`src/rtl/lzmf_pkg.sv`:
```
// types and constants of the longest match finder
package lzmf_pkg;

   localparam int BUFFER_DEPTH_DEF = 65536;

   localparam int OP_W    = 2;
   localparam int BYTE_W  = 8;
   localparam int POS_W   = 16;
   localparam int HIST_W  = 16;
   localparam int LEN_W   = 17;
   localparam int CSR_IDX_W  = 2;
   localparam int CSR_DATA_W = 17;

   localparam logic [OP_W-1:0] OP_CLEAR  = 2'd0;
   localparam logic [OP_W-1:0] OP_APPEND = 2'd1;
   localparam logic [OP_W-1:0] OP_SEARCH = 2'd2;

   localparam logic [CSR_IDX_W-1:0] CSR_HISTORY_LIMIT    = 2'd0;
   localparam logic [CSR_IDX_W-1:0] CSR_MIN_MATCH_LENGTH = 2'd1;

   localparam logic [HIST_W-1:0] HISTORY_LIMIT_RST    = 16'd20000;
   localparam logic [LEN_W-1:0]  MIN_MATCH_LENGTH_RST = 17'd8;
   localparam logic [LEN_W-1:0]  LEN_CAP              = '1;

   typedef struct packed {
      logic [OP_W-1:0]   op;
      logic [BYTE_W-1:0] data_byte;
      logic [POS_W-1:0]  position;
   } req_payload_type;

   typedef struct packed {
      logic             found;
      logic [POS_W-1:0] distance;
      logic [LEN_W-1:0] match_length;
      logic             overlaps;
   } rsp_payload_type;

   typedef struct packed {
      logic idle;
      logic done;
   } srch_status_type;

   typedef enum logic [2:0] {
      ST_IDLE,
      ST_CAND,
      ST_RUN,
      ST_CMP,
      ST_DONE
   } srch_state_type;

endpackage

```
`src/rtl/lzmf_search.sv`:
```
// search sequencer: walks candidates and compares one byte pair per step
module lzmf_search #(
   parameter int BUFFER_DEPTH = lzmf_pkg::BUFFER_DEPTH_DEF
) (
   input  logic                                   clock,
   input  logic                                   reset,
   input  logic                                   start,
   input  logic                                   done_ack,
   input  logic [lzmf_pkg::POS_W-1:0]             position,
   input  logic [lzmf_pkg::HIST_W-1:0]            history_limit,
   input  logic [lzmf_pkg::LEN_W-1:0]             min_match_length,
   input  logic [$clog2(BUFFER_DEPTH+1)-1:0]      loaded_length,
   output logic [$clog2(BUFFER_DEPTH)-1:0]        cand_addr,
   output logic [$clog2(BUFFER_DEPTH)-1:0]        pos_addr,
   input  logic [lzmf_pkg::BYTE_W-1:0]            cand_byte,
   input  logic [lzmf_pkg::BYTE_W-1:0]            pos_byte,
   output lzmf_pkg::srch_status_type              status,
   output lzmf_pkg::rsp_payload_type              result
);

   localparam int AW = $clog2(BUFFER_DEPTH);
   localparam int LW = $clog2(BUFFER_DEPTH + 1);
   localparam int CW = (LW > lzmf_pkg::LEN_W + 1) ? LW : lzmf_pkg::LEN_W + 1;

   lzmf_pkg::srch_state_type state_ff, state_in;

   logic [lzmf_pkg::POS_W-1:0] pos_ff, pos_in;
   logic [lzmf_pkg::POS_W-1:0] cand_ff, cand_in;
   logic [lzmf_pkg::LEN_W-1:0] n_ff, n_in;
   logic [lzmf_pkg::LEN_W-1:0] best_len_ff, best_len_in;
   logic [lzmf_pkg::POS_W-1:0] best_start_ff, best_start_in;
   logic                       hit_ff, hit_in;

   logic [CW-1:0]              pos_idx;
   logic [CW-1:0]              cand_idx;
   logic                       in_range;
   logic                       cand_more;
   logic                       bytes_equal;
   logic                       end_run;
   logic                       better;
   logic [lzmf_pkg::POS_W-1:0] hist;
   logic [lzmf_pkg::POS_W-1:0] match_dist;

   assign pos_idx     = CW'(pos_ff) + CW'(n_ff);
   assign cand_idx    = CW'(cand_ff) + CW'(n_ff);
   assign in_range    = (pos_idx < CW'(loaded_length)) && (n_ff != lzmf_pkg::LEN_CAP);
   assign cand_more   = ((lzmf_pkg::LEN_W)'(cand_ff) + 1'b1) < (lzmf_pkg::LEN_W)'(pos_ff);
   assign bytes_equal = (cand_byte == pos_byte);
   assign end_run     = ((state_ff == lzmf_pkg::ST_RUN) && !in_range) ||
                        ((state_ff == lzmf_pkg::ST_CMP) && !bytes_equal);
   assign better      = (n_ff >= best_len_ff);
   assign hist        = (history_limit < position) ? history_limit : position;

   // both indexes stay below the loaded end whenever the read is used
   assign cand_addr = cand_idx[AW-1:0];
   assign pos_addr  = pos_idx[AW-1:0];

   // next state
   always_comb begin
      state_in = state_ff;
      case (state_ff)
         lzmf_pkg::ST_IDLE: begin
            if (start) begin
               state_in = lzmf_pkg::ST_CAND;
            end
         end
         lzmf_pkg::ST_CAND: begin
            state_in = cand_more ? lzmf_pkg::ST_RUN : lzmf_pkg::ST_DONE;
         end
         lzmf_pkg::ST_RUN: begin
            state_in = in_range ? lzmf_pkg::ST_CMP : lzmf_pkg::ST_CAND;
         end
         lzmf_pkg::ST_CMP: begin
            state_in = bytes_equal ? lzmf_pkg::ST_RUN : lzmf_pkg::ST_CAND;
         end
         lzmf_pkg::ST_DONE: begin
            if (done_ack) begin
               state_in = lzmf_pkg::ST_IDLE;
            end
         end
         default: begin
            state_in = lzmf_pkg::ST_IDLE;
         end
      endcase
   end

   // datapath next values
   always_comb begin
      pos_in        = pos_ff;
      cand_in       = cand_ff;
      n_in          = n_ff;
      best_len_in   = best_len_ff;
      best_start_in = best_start_ff;
      hit_in        = hit_ff;
      if ((state_ff == lzmf_pkg::ST_IDLE) && start) begin
         pos_in        = position;
         cand_in       = position - hist;
         best_len_in   = min_match_length;
         best_start_in = '0;
         hit_in        = 1'b0;
      end
      if (state_ff == lzmf_pkg::ST_CAND) begin
         n_in = '0;
      end
      if ((state_ff == lzmf_pkg::ST_CMP) && bytes_equal) begin
         n_in = n_ff + 1'b1;
      end
      if (end_run) begin
         // ties go to the later start
         if (better) begin
            best_len_in   = n_ff;
            best_start_in = cand_ff;
            hit_in        = 1'b1;
         end
         cand_in = cand_ff + 1'b1;
      end
   end

   always_ff @(posedge clock) begin
      if (reset) begin
         state_ff <= lzmf_pkg::ST_IDLE;
      end else begin
         state_ff <= state_in;
      end
      pos_ff        <= pos_in;
      cand_ff       <= cand_in;
      n_ff          <= n_in;
      best_len_ff   <= best_len_in;
      best_start_ff <= best_start_in;
      hit_ff        <= hit_in;
   end

   // outputs
   assign match_dist = pos_ff - best_start_ff;

   always_comb begin
      status.idle = (state_ff == lzmf_pkg::ST_IDLE);
      status.done = (state_ff == lzmf_pkg::ST_DONE);
      result.found        = hit_ff;
      result.distance     = hit_ff ? match_dist : '0;
      result.match_length = hit_ff ? best_len_ff : '0;
      result.overlaps     = hit_ff && (best_len_ff > (lzmf_pkg::LEN_W)'(match_dist));
   end

endmodule

```
`config.mk`:
```
export PLATFORM = sky130hd
export DESIGN_NAME = lzmf_search
export DESIGN_NICKNAME = d
export VERILOG_FILES = /design/src/rtl/lzmf_pkg.sv /design/src/rtl/lzmf_search.sv
export SDC_FILE = /design/constraint.sdc
export NUM_CORES = 1
export LEC_CHECK = 0
export ABC_AREA = 1
export BUFFER_PORTS_ARGS = -buffer_cell sky130_fd_sc_hd__buf_2
export CAP_MARGIN = 10
export CORE_UTILIZATION = 50
export CTS_BUF_LIST = sky130_fd_sc_hd__clkbuf_4 sky130_fd_sc_hd__clkbuf_8
export CTS_CLUSTER_DIAMETER = 30
export DETAILED_ROUTE_END_ITERATION = 6
export GPL_TIMING_DRIVEN = 0
export PLACE_DENSITY = 0.72
export SLEW_MARGIN = 30
export SYNTH_ARGS = -nofsm -noshare
export SYNTH_HDL_FRONTEND = slang
export SYNTH_SLANG_ARGS = --single-unit
```
`constraint.sdc`:
```
create_clock -name clock -period 3.3 [get_ports clock]
set_input_delay 0 -clock clock [delete_from_list [all_inputs] [get_ports clock]]
set_output_delay 0 -clock clock [all_outputs]
set_load 0.05 [all_outputs]
```
==> results.toml, run 1 <==
[global_route]
grt_util_met3_pct = 4.83
grt_pass1_vias = 9878
met2_usage_pct = 52.7
grt_pass1_wl_um = 50100
grt_usage_pct = 31.8
grt_max_degree = 26
overflow = 0
grt.met1_usage_pct = 41.5
antenna_found_initial = 0
busiest_layer = "met2"

[timing]
setup_violations = 67
fin_crit_ns = 3.70
setup_tns_ns = -21.82
relSlewSlack_pct = 54.0
slew_viol_final = 0
tightest_slew_ns = 0.685
final-hold-violation-count = 0
max_freq_mhz = 270
worst_slack_ns = -0.402
rsz0062_at_grt = "yes"
finalCritPeriodShare_pct = 112
skew_ns = 0.0148

[logic_synthesis]
synth-async-reset-ratio_pct = 0
syn_inst = 1456
synth-edff-count = 49
ys_seq_area_share_pct = 22.1
ys_ff_latch = 86
ys.flop_type = "edfxtp_1"
syn-cell-area_sq_um = 10000
synth_cell_types = 53
synth.avg_cell_area_sq_um = 6.88
synth_fp_nets = 1689
yosys_warnings = 0

[floorplanning]
die_w_um = 144
start_util_pct = 51.3
rows = 51
core-area_sq_um = 19500
die_h_um = 144
num_io_pins = 155
dieArea_sq_um = 20600

[worst_hold_path]
hp-class = "in -> reg"

[run_status]
violations = "negative setup slack"
status = "finished, violations left"

[clocking]
clkSlewWorstSetupHoldPaths_ns = 0.09
clk_path_buf_depth = 2
cts_buffers = 9
root_buffer = "clkbuf_8"
cts_max_level = 3
clkLatencyLatePin_ns = 0.39
cts_tree = "built"
clock_sinks = 86

[finish]
nets = 1927
drive_gt1_share_pct = 24.0
diodes = 0
final_cell_mix = "nand2_1, inv_1, buf_2"
nFillCells = 1750
syn2layout_area_growth_pct = 29.6
final_cell_count_no_fill = 1964
layout_commonest_cell = "nand2_1"
utilization_pct = 66.5

[placed_design]
dp.cells = 1875
dp_hpwl_um = 24900
portBuffers = 154
place.gp.congestion = 0.943

[pwr]
p_total_mw = 12.4
vdd_ir_drop_max_mv = 0.993
power.density_nw_per_um2 = 959
p_leak_nw = 6.75

[routing]
wl_um = 32800
first_iter_violations = 804
wl_per_cell_um = 16.7
viasPerCell = 5.51
final_antenna_net_count = 0
dr_total_vias = 10812
first_pass_iters = 5
drc_errors = 0

[worst_setup_path]
cp_top_family = "simple AND/OR/NAND/NOR gates"
startpoint_type = "flop"
critPathCaptureType = "flop"
slowest_delay_ns = 0.54
crit_path_max_fanout = 10
cp.required_ns = 3.44
crit_chain = "ha_4, nand2_1, nor2_4, nand4_1, o21ai_4, nand3_4, o21ai_4, xor2_4, ha_4, inv_2, nor3_2, nand2_1, nand2_1, nand2_1, nand2_1, nand2_2, nand3_4, nand2_8, buf_4, buf_6, nand3_1, nand2_1"
cpMostUsedCell = "nand2_1"
crit_type = "reg -> reg"
crit_arrival_ns = 3.85
cp.buffers_inverters = 3
slowest_stage = "edfxtp_1"

[flow_run]
drv_cap = 0
stage by stage:
step | instance area (sq um) | worst slack, ns | hold WS, ns
floorplan | 10300 | -0.334 | 0.0691
global placement | 11400 | -0.637 | 0.194
detailed placement | 11400 | -0.674 | 0.196
CTS | 12400 | -0.359 | 0.00283
global route | 13000 | -0.634 | 0.0174
finish | 13000 | -0.402 | 0.0119
kinds of logic after synthesis:
group           Yosys count  synth area share, %
xor+xnor                 78                 6.90
fa+ha+maj               147                 18.7
flops                    86                 22.1
compound gates          225                 12.4
buf+inv                 262                 10.4
simple gates            658                 29.5
registers in the layout (all words and copies together), names as in the netlist:
name / flops
best_len_ff: 17
best_start_ff: 16
cand_ff: 16
hit_ff: 1
n_ff: 17
pos_ff: 16
state_ff: 3
area by class of cell:
cell class	count	area [sq um]	share of cell area [%]
tap	265	332	2.55
multi-input combinational	1109	7630	58.8
clock inverter	6	61.3	0.472
timing repair buffer	228	1520	11.7
inverter	222	833	6.42
clock buffer	10	131	1.01
sequential	86	2210	17.0
buffer	38	258	1.99
report_power, final:
group          leakage (nW)  internal [mW]  switching [mW]
Clock                 0.101          0.359           0.449
Sequential            0.775           1.57           0.544
Combinational          5.87           3.23            6.29
Total                  6.75           5.16            7.29
worst register-to-register path: stages (launching register included):
cell,delay (ns)
edfxtp_1,0.54
ha_4,0.33
nand2_1,0.10
nor2_4,0.13
nand4_1,0.16
o21ai_4,0.28
nand3_4,0.14
o21ai_4,0.22
xor2_4,0.11
ha_4,0.29
inv_2,0.04
nor3_2,0.12
nand2_1,0.07
nand2_1,0.07
nand2_1,0.05
nand2_1,0.07
nand2_2,0.08
nand3_4,0.09
nand2_8,0.10
buf_4,0.19
buf_6,0.14
nand3_1,0.08
nand2_1,0.07
per-layer routing:
layer / vias to the layer above / share of wire [%]
met4: 0 / 3.4
met1: 5021 / 42
li1: 5315 / -
met5: - / 0
met3: 72 / 7.6
met2: 404 / 47
final timing paths:
kind              depth (start not counted)                  endpoint                     start  slack, ns
hold / removal                            5   best_len_ff[10]$_DFF_P_      min_match_length[10]       0.01
setup / recovery                         22      cand_ff[5]$_DFFE_PP_       pos_ff[7]$_DFFE_PP_      -0.40
hold reg to reg                           1  state_ff[0]$_SDFFE_PP0P_  state_ff[2]$_SDFFE_PP0P_       0.55
setup reg to reg                         22      cand_ff[5]$_DFFE_PP_       pos_ff[7]$_DFFE_PP_      -0.40
Yosys cell counts (21+ instances only):
master,instances,area (sq um)
a21oi_1,99,495
dfxtp_1,37,741
edfxtp_1,49,1470
ha_1,143,1790
inv_1,216,811
nand2_1,380,1430
nand3_1,90,450
nand4_1,56,350
nor2_1,75,282
nor3_1,22,110
o21ai_0,77,385
xnor2_1,21,184
xor2_1,56,490
repair_timing:
item                       in CTS  in global routing
pin swaps                      27                 26
resized for setup              54                109
hold endpoints to repair       19                  0
setup buffers                  34                 16
setup endpoints to repair      67                 69
hold buffers                   20                  0
gates cloned                    2                  3
Note: power is estimated with default switching activity, not from simulation.
==> inputs of run 2 (changes only) <==
--- a/config.mk
+++ b/config.mk
@@ -8,12 +8,12 @@
 export ABC_AREA = 1
 export BUFFER_PORTS_ARGS = -buffer_cell sky130_fd_sc_hd__buf_2
 export CAP_MARGIN = 10
-export CORE_UTILIZATION = 50
+export CORE_UTILIZATION = 54
 export CTS_BUF_LIST = sky130_fd_sc_hd__clkbuf_4 sky130_fd_sc_hd__clkbuf_8
 export CTS_CLUSTER_DIAMETER = 30
 export DETAILED_ROUTE_END_ITERATION = 6
 export GPL_TIMING_DRIVEN = 0
-export PLACE_DENSITY = 0.72
+export PLACE_DENSITY = 0.77
 export SLEW_MARGIN = 30
 export SYNTH_ARGS = -nofsm -noshare
 export SYNTH_HDL_FRONTEND = slang
==> run 2 against run 1 <==
  * The flow finishes with violations (design-rule violations, negative setup slack)
  * Sequential power barely moved
  * Global-route usage rose by 1.1 points
  * Utilization rose by 6.4 points
==> results.toml, run 2 (synthesized netlist as in run 1, its figures left out) <==
[timing]
worst_slack_ns = -0.504
final-hold-violation-count = 0
skew_ns = 0.0164
setup_tns_ns = -28.63
relSlewSlack_pct = 47.7
tightest_slew_ns = 0.785
finalCritPeriodShare_pct = 115
slew_viol_final = 0
setup_violations = 67
max_freq_mhz = 263
rsz0062_at_grt = "yes"
fin_crit_ns = 3.80

[floorplanning]
die_h_um = 138
start_util_pct = 55.4
die_w_um = 138
dieArea_sq_um = 19100
core-area_sq_um = 18100
rows = 49
num_io_pins = 155

[routing]
drc_errors = 14
wl_per_cell_um = 17.6
final_antenna_net_count = 0
dr_total_vias = 11216
wl_um = 34300
first_iter_violations = 1008
first_pass_iters = 7
viasPerCell = 5.75

[flow_run]
drv_cap = 0

[pwr]
internal_power_mw = 5.37
power.switching_mw = 7.47
p_leak_nw = 6.78
clockPowerShare_pct = 6.6
seq_power_share_pct = 16.6
power.density_nw_per_um2 = 974
vdd_ir_drop_max_mv = 1.23
comb_power_share_pct = 76.9
sw_frac_of_total_pct = 58.2

[worst_setup_path]
crit_type = "reg -> reg"
cp.required_ns = 3.45
crit_arrival_ns = 3.95
slowest_stage = "edfxtp_1"
crit_path_max_fanout = 6
startpoint_type = "flop"
slowest_delay_ns = 0.51
cp.buffers_inverters = 2
critPathCaptureType = "flop"
cpMostUsedCell = "nand2_1"
crit_chain = "buf_6, ha_1, nand3_1, nand2_1, a21boi_2, o21ai_0, xor2_2, ha_1, nand2_1, a21oi_1, nor2_2, nand3_2, nand2_1, nand2_1, nand2_1, nand2_1, nand2_2, nand3_4, nand2_8, nand2_8, clkbuf_16, nand2_1, nand2_1"
cp_top_family = "simple AND/OR/NAND/NOR gates"

[worst_hold_path]
hp-class = "in -> reg"

[finish]
nFillCells = 1379
top_regs = "best_len_ff (17), n_ff (17)"
nets = 1949
final_cell_mix = "nand2_1, inv_1, buf_2"
utilization_pct = 72.8
syn2layout_area_growth_pct = 31.6
diodes = 0
drive_gt1_share_pct = 23.8
layout_commonest_cell = "nand2_1"

[clocking]
clkSlewWorstSetupHoldPaths_ns = 0.10
cts_buffers = 9
cts_tree = "built"
cts_max_level = 3
clkLatencyLatePin_ns = 0.40
clk_path_buf_depth = 2
root_buffer = "clkbuf_8"
clock_sinks = 86

[global_route]
grt_pass1_vias = 10142
grt_pass1_wl_um = 49600
grt_max_degree = 26
overflow = 0
antenna_found_initial = 0
grt_usage_pct = 32.8

[placed_design]
dp_hpwl_um = 24100
portBuffers = 154
place.gp.congestion = 0.950

[run_status]
violations = "design-rule violations, negative setup slack"
status = "finished, violations left"
[run 2: per-layer routing]
metal	wire length, um	vias to the layer above	track usage, %
met2	16500	526	56.8
li1	-	5358	-
met5	0	-	0
met1	13600	5209	40.9
met3	2580	123	4.40
met4	1640	0	14.4
[run 2: area by class of cell]
type | instances | area [sq um] | share of cell area [%]
clock buffers | 12 | 159 | 1.21
plain buffers | 40 | 292 | 2.21
well taps | 229 | 287 | 2.17
repair buffers | 248 | 1650 | 12.5
multi-input cells | 1109 | 7690 | 58.4
flip-flops and latches | 86 | 2210 | 16.8
clock inverters | 4 | 52.6 | 0.399
inverters | 222 | 833 | 6.32
[run 2: stage by stage]
step / hold slack [ns] / instances / setup slack, ns / cell area, sq um / total power [mW]
5_1_grt: 0.0402 / 1950 / -0.880 / 13200 / 13.7
2_1_floorplan: 0.0691 / 1456 / -0.334 / 10300 / 8.48
6_report: 0.0372 / 1950 / -0.504 / 13200 / 12.8
3_5_place_dp: 0.199 / 1839 / -0.687 / 11400 / 10.5
3_3_place_gp: 0.200 / 1839 / -0.639 / 11400 / 10.4
4_1_cts: 0.00427 / 1916 / -0.393 / 12300 / 11.7
[run 2: repair_timing]
action / 4_1_cts / 5_1_grt
endpoints found under the hold margin: 27 / 0
hold buffers: 28 / 0
gates resized for setup: 39 / 117
gates cloned: 2 / 2
pin swaps: 11 / 53
setup endpoints to repair: 67 / 69
setup buffers: 31 / 33
[run 2: worst min-delay path, stage by stage]
cell and delay (ns):
buf_2 0.09, nand2_1 0.04, o21ai_0 0.13, nand3_1 0.09, nand2_1 0.06
[run 2: final timing paths]
| kind | startpoint | to | slack (ns) | depth (start not counted) |
|---|---|---|---|---|
| worst max-delay path | pos_ff[1]$_DFFE_PP_ | cand_ff[9]$_DFFE_PP_ | -0.50 | 23 |
| worst min-delay path | min_match_length[0] | best_len_ff[0]$_DFF_P_ | 0.04 | 5 |
| worst max register to register | pos_ff[1]$_DFFE_PP_ | cand_ff[9]$_DFFE_PP_ | -0.50 | 23 |
| worst min register to register | state_ff[2]$_SDFFE_PP0P_ | state_ff[0]$_SDFFE_PP0P_ | 0.53 | 1 |
[run 2: power groups by stage]
stage / registers, mW / logic, mW / clock network, mW
2_1_floorplan: 1.88 / 6.60 / 0
3_3_place_gp: 2.20 / 8.18 / 0
3_5_place_dp: 2.20 / 8.31 / 0
4_1_cts: 2.11 / 8.76 / 0.843
5_1_grt: 2.14 / 10.7 / 0.882
6_report: 2.13 / 9.87 / 0.842
==> inputs of run 3 (changes only) <==
--- a/config.mk
+++ b/config.mk
@@ -5,15 +5,14 @@
 export SDC_FILE = /design/constraint.sdc
 export NUM_CORES = 1
 export LEC_CHECK = 0
-export ABC_AREA = 1
 export BUFFER_PORTS_ARGS = -buffer_cell sky130_fd_sc_hd__buf_2
-export CAP_MARGIN = 10
+export CAP_MARGIN = 30
 export CORE_UTILIZATION = 54
 export CTS_BUF_LIST = sky130_fd_sc_hd__clkbuf_4 sky130_fd_sc_hd__clkbuf_8
 export CTS_CLUSTER_DIAMETER = 30
 export DETAILED_ROUTE_END_ITERATION = 6
 export GPL_TIMING_DRIVEN = 0
-export PLACE_DENSITY = 0.77
+export PLACE_DENSITY = 0.78
 export SLEW_MARGIN = 30
 export SYNTH_ARGS = -nofsm -noshare
 export SYNTH_HDL_FRONTEND = slang
==> run 3 against run 2 <==
  * The flow finishes with violations (negative setup slack)
  * Worst setup slack worse by 0.96 ns
  * Non-clock buffer count shrank 28
  * Hold slack got worse by 0.0021 ns
  * Clock skew fell by 0.0034 ns
  * First-iteration DRC count decreased by 44%
  * Utilization is 0.33 points lower
  * Area after synthesis down 11%
  * Die area down 11%
  * Clock-buffer cell count is 1 higher
==> results.toml, run 3 <==
[run_status]
status = "finished, violations left"
violations = "negative setup slack"

[finish]
drive_gt1_share_pct = 26.3
regArea_sq_um = 2210
nFillCells = 1185
layout_commonest_cell = "buf_2"
final_cell_mix = "buf_2, ha_1, inv_1"
multi_input_area_sq_um = 6620
syn2layout_area_growth_pct = 30.2
nets = 1531
fin_area_sq_um = 11600
diodes = 0
top_regs = "best_len_ff (17), n_ff (17)"
final_cell_count_no_fill = 1519

[worst_setup_path]
cpMostUsedCell = "a21oi_2"
critPathCaptureType = "flop"
slowest_delay_ns = 0.46
startpoint_type = "flop"
crit_path_max_fanout = 6
slowest_stage = "edfxtp_1"
crit_arrival_ns = 4.91
crit_chain = "ha_2, fa_2, a21o_1, a21oi_2, o21ai_2, o41a_1, a21oi_2, a21oi_2, or4_4, nand3_4, ha_4, a22oi_2, nand2_1, a211oi_2, o21ai_2, a221o_1, nand3_4, buf_6, buf_6, mux2_2"
crit_type = "reg -> reg"
cp.required_ns = 3.44

[global_route]
grt.met1_usage_pct = 38.3
overflow = 0
grt_pass1_wl_um = 40900
grt_pass1_vias = 8406
met2_usage_pct = 54.4
antenna_found_initial = 0
grt_usage_pct = 31.6
busiest_layer = "met2"
grt_max_degree = 26
grt_util_met3_pct = 3.85

[floorplanning]
rows = 46
start_util_pct = 55.7
die_h_um = 130
num_io_pins = 155
die_w_um = 130
core-area_sq_um = 15900
dieArea_sq_um = 17000

[clocking]
cts_buffers = 9
cts_tree = "built"
clkSlewWorstSetupHoldPaths_ns = 0.09
clkLatencyLatePin_ns = 0.39
cts_max_level = 3
clock_sinks = 86
root_buffer = "clkbuf_8"
clk_path_buf_depth = 2

[routing]
wl_um = 27000
drc_errors = 0
first_iter_violations = 561
first_pass_iters = 5
final_antenna_net_count = 0
viasPerCell = 5.78
dr_total_vias = 8787
wl_per_cell_um = 17.8

[timing]
relSlewSlack_pct = 39.8
final-hold-violation-count = 0
setup_tns_ns = -93.84
max_freq_mhz = 210
setup_violations = 69
rsz0062_at_grt = "yes"
tightest_slew_ns = 0.891
skew_ns = 0.0130
worst_slack_ns = -1.47
slew_viol_final = 0
fin_crit_ns = 4.77
finalCritPeriodShare_pct = 144
fin_hold_ws_ns = 0.0351

[placed_design]
dp_hpwl_um = 19200
dp.cells = 1416
portBuffers = 154
place_area_sq_um = 10000
place.gp.congestion = 0.946
place_ws_ns = -1.91

[pwr]
p_leak_nw = 5.57
power.density_nw_per_um2 = 780
vdd_ir_drop_max_mv = 0.515

[logic_synthesis]
synth_cell_types = 59
yosys_warnings = 0
synth.top_cell.area_share_pct = 20.1
ys_ff_latch = 86
ys_seq_area_share_pct = 24.9
ys.flop_type = "edfxtp_1"
syn-cell-area_sq_um = 8880
synth.avg_cell_area_sq_um = 8.50
synthTopCellsByCount = "ha_1, inv_1, nor2_1"
synth_fp_nets = 1278
synth-edff-count = 49
synth_top_cell_by_area = "ha_1"
yosys.cell_count.top_type = "ha_1"
synthTopCellsByArea = "ha_1, edfxtp_1, dfxtp_1"
synth-async-reset-ratio_pct = 0
syn_inst = 1045

[worst_hold_path]
hp-class = "in -> reg"

[flow_run]
drv_cap = 0
-- run 3: final timing paths --
kind                                               start                  endpoint  slack (ns)  depth (start not counted)
worst max-delay path                 pos_ff[0]$_DFFE_PP_      cand_ff[9]$_DFFE_PP_       -1.47                         20
worst min-delay path                 min_match_length[2]    best_len_ff[2]$_DFF_P_        0.04                          4
worst max register to register       pos_ff[0]$_DFFE_PP_      cand_ff[9]$_DFFE_PP_       -1.47                         20
worst min register to register  best_start_ff[1]$_DFF_P_  best_start_ff[1]$_DFF_P_        0.47                          2
-- run 3: report_power, final --
group          internal (mW)  switching (mW)
logic                   2.45            3.96
clock network          0.332           0.418
registers               1.48           0.379
-- run 3: logic make-up (layout without fill, tap and decap cells) --
| group | count (synthesis) | after routing | synth area share, % |
|---|---|---|---|
| DFF | 86 | 86 | 24.9 |
| adders and majority gates | 147 | 147 | 21.0 |
| AOI/OAI and AO/OA | 240 | 240 | 17.1 |
| xor gates and xnor gates | 81 | 81 | 7.99 |
| and+or+nand+nor | 295 | 296 | 15.8 |
| muxes | 56 | 56 | 6.78 |
| buffers and inverters | 140 | 397 | 6.37 |
-- run 3: timing repair --
action | 4_1_cts | 5_1_grt
buffers inserted | 34 | 21
pin swaps | 21 | 24
cloned | 3 | 2
gates resized for setup | 48 | 91
endpoints found under the hold margin | 33 | 0
hold buffers | 35 | 0
setup endpoints to repair | 72 | 86
-- run 3: final cells by class --
cell class	instances	share of cell area [%]
Buffer	17	1.01
Clock buffer	13	1.44
Clock inverter	3	0.152
Inverter	121	3.95
Multi-Input combinational cell	820	57.3
Sequential cell	86	19.1
Tap cell	216	2.34
Timing Repair Buffer	243	14.7
-- run 3: per-stage QoR --
| step | total power, mW | utilization (%) |
|---|---|---|
| 2_1_floorplan | 6.03 | - |
| 3_5_place_dp | 7.38 | 63.0 |
| 4_1_cts | 8.49 | 69.7 |
| 6_report | 9.02 | 72.5 |
| 3_3_place_gp | 7.24 | 62.9 |
| 5_1_grt | 9.58 | 72.5 |
-- run 3: critical path: cells and delay by family, from the launching register on --
kind | cells | cell delay, ns
DFF | 1 | 0.46
and+or+nand+nor | 4 | 0.79
adders and majority gates | 3 | 0.76
AOI/OAI and AO/OA | 10 | 1.91
muxes | 1 | 0.33
buffers and inverters | 2 | 0.27
-- run 3: per-layer routing --
layer  share of wire [%]  vias to the layer above
li1                    -                     4224
met1                  41                     4097
met2                  48                      385
met3                 6.4                       81
met4                 4.9                        0
met5                   0                        -
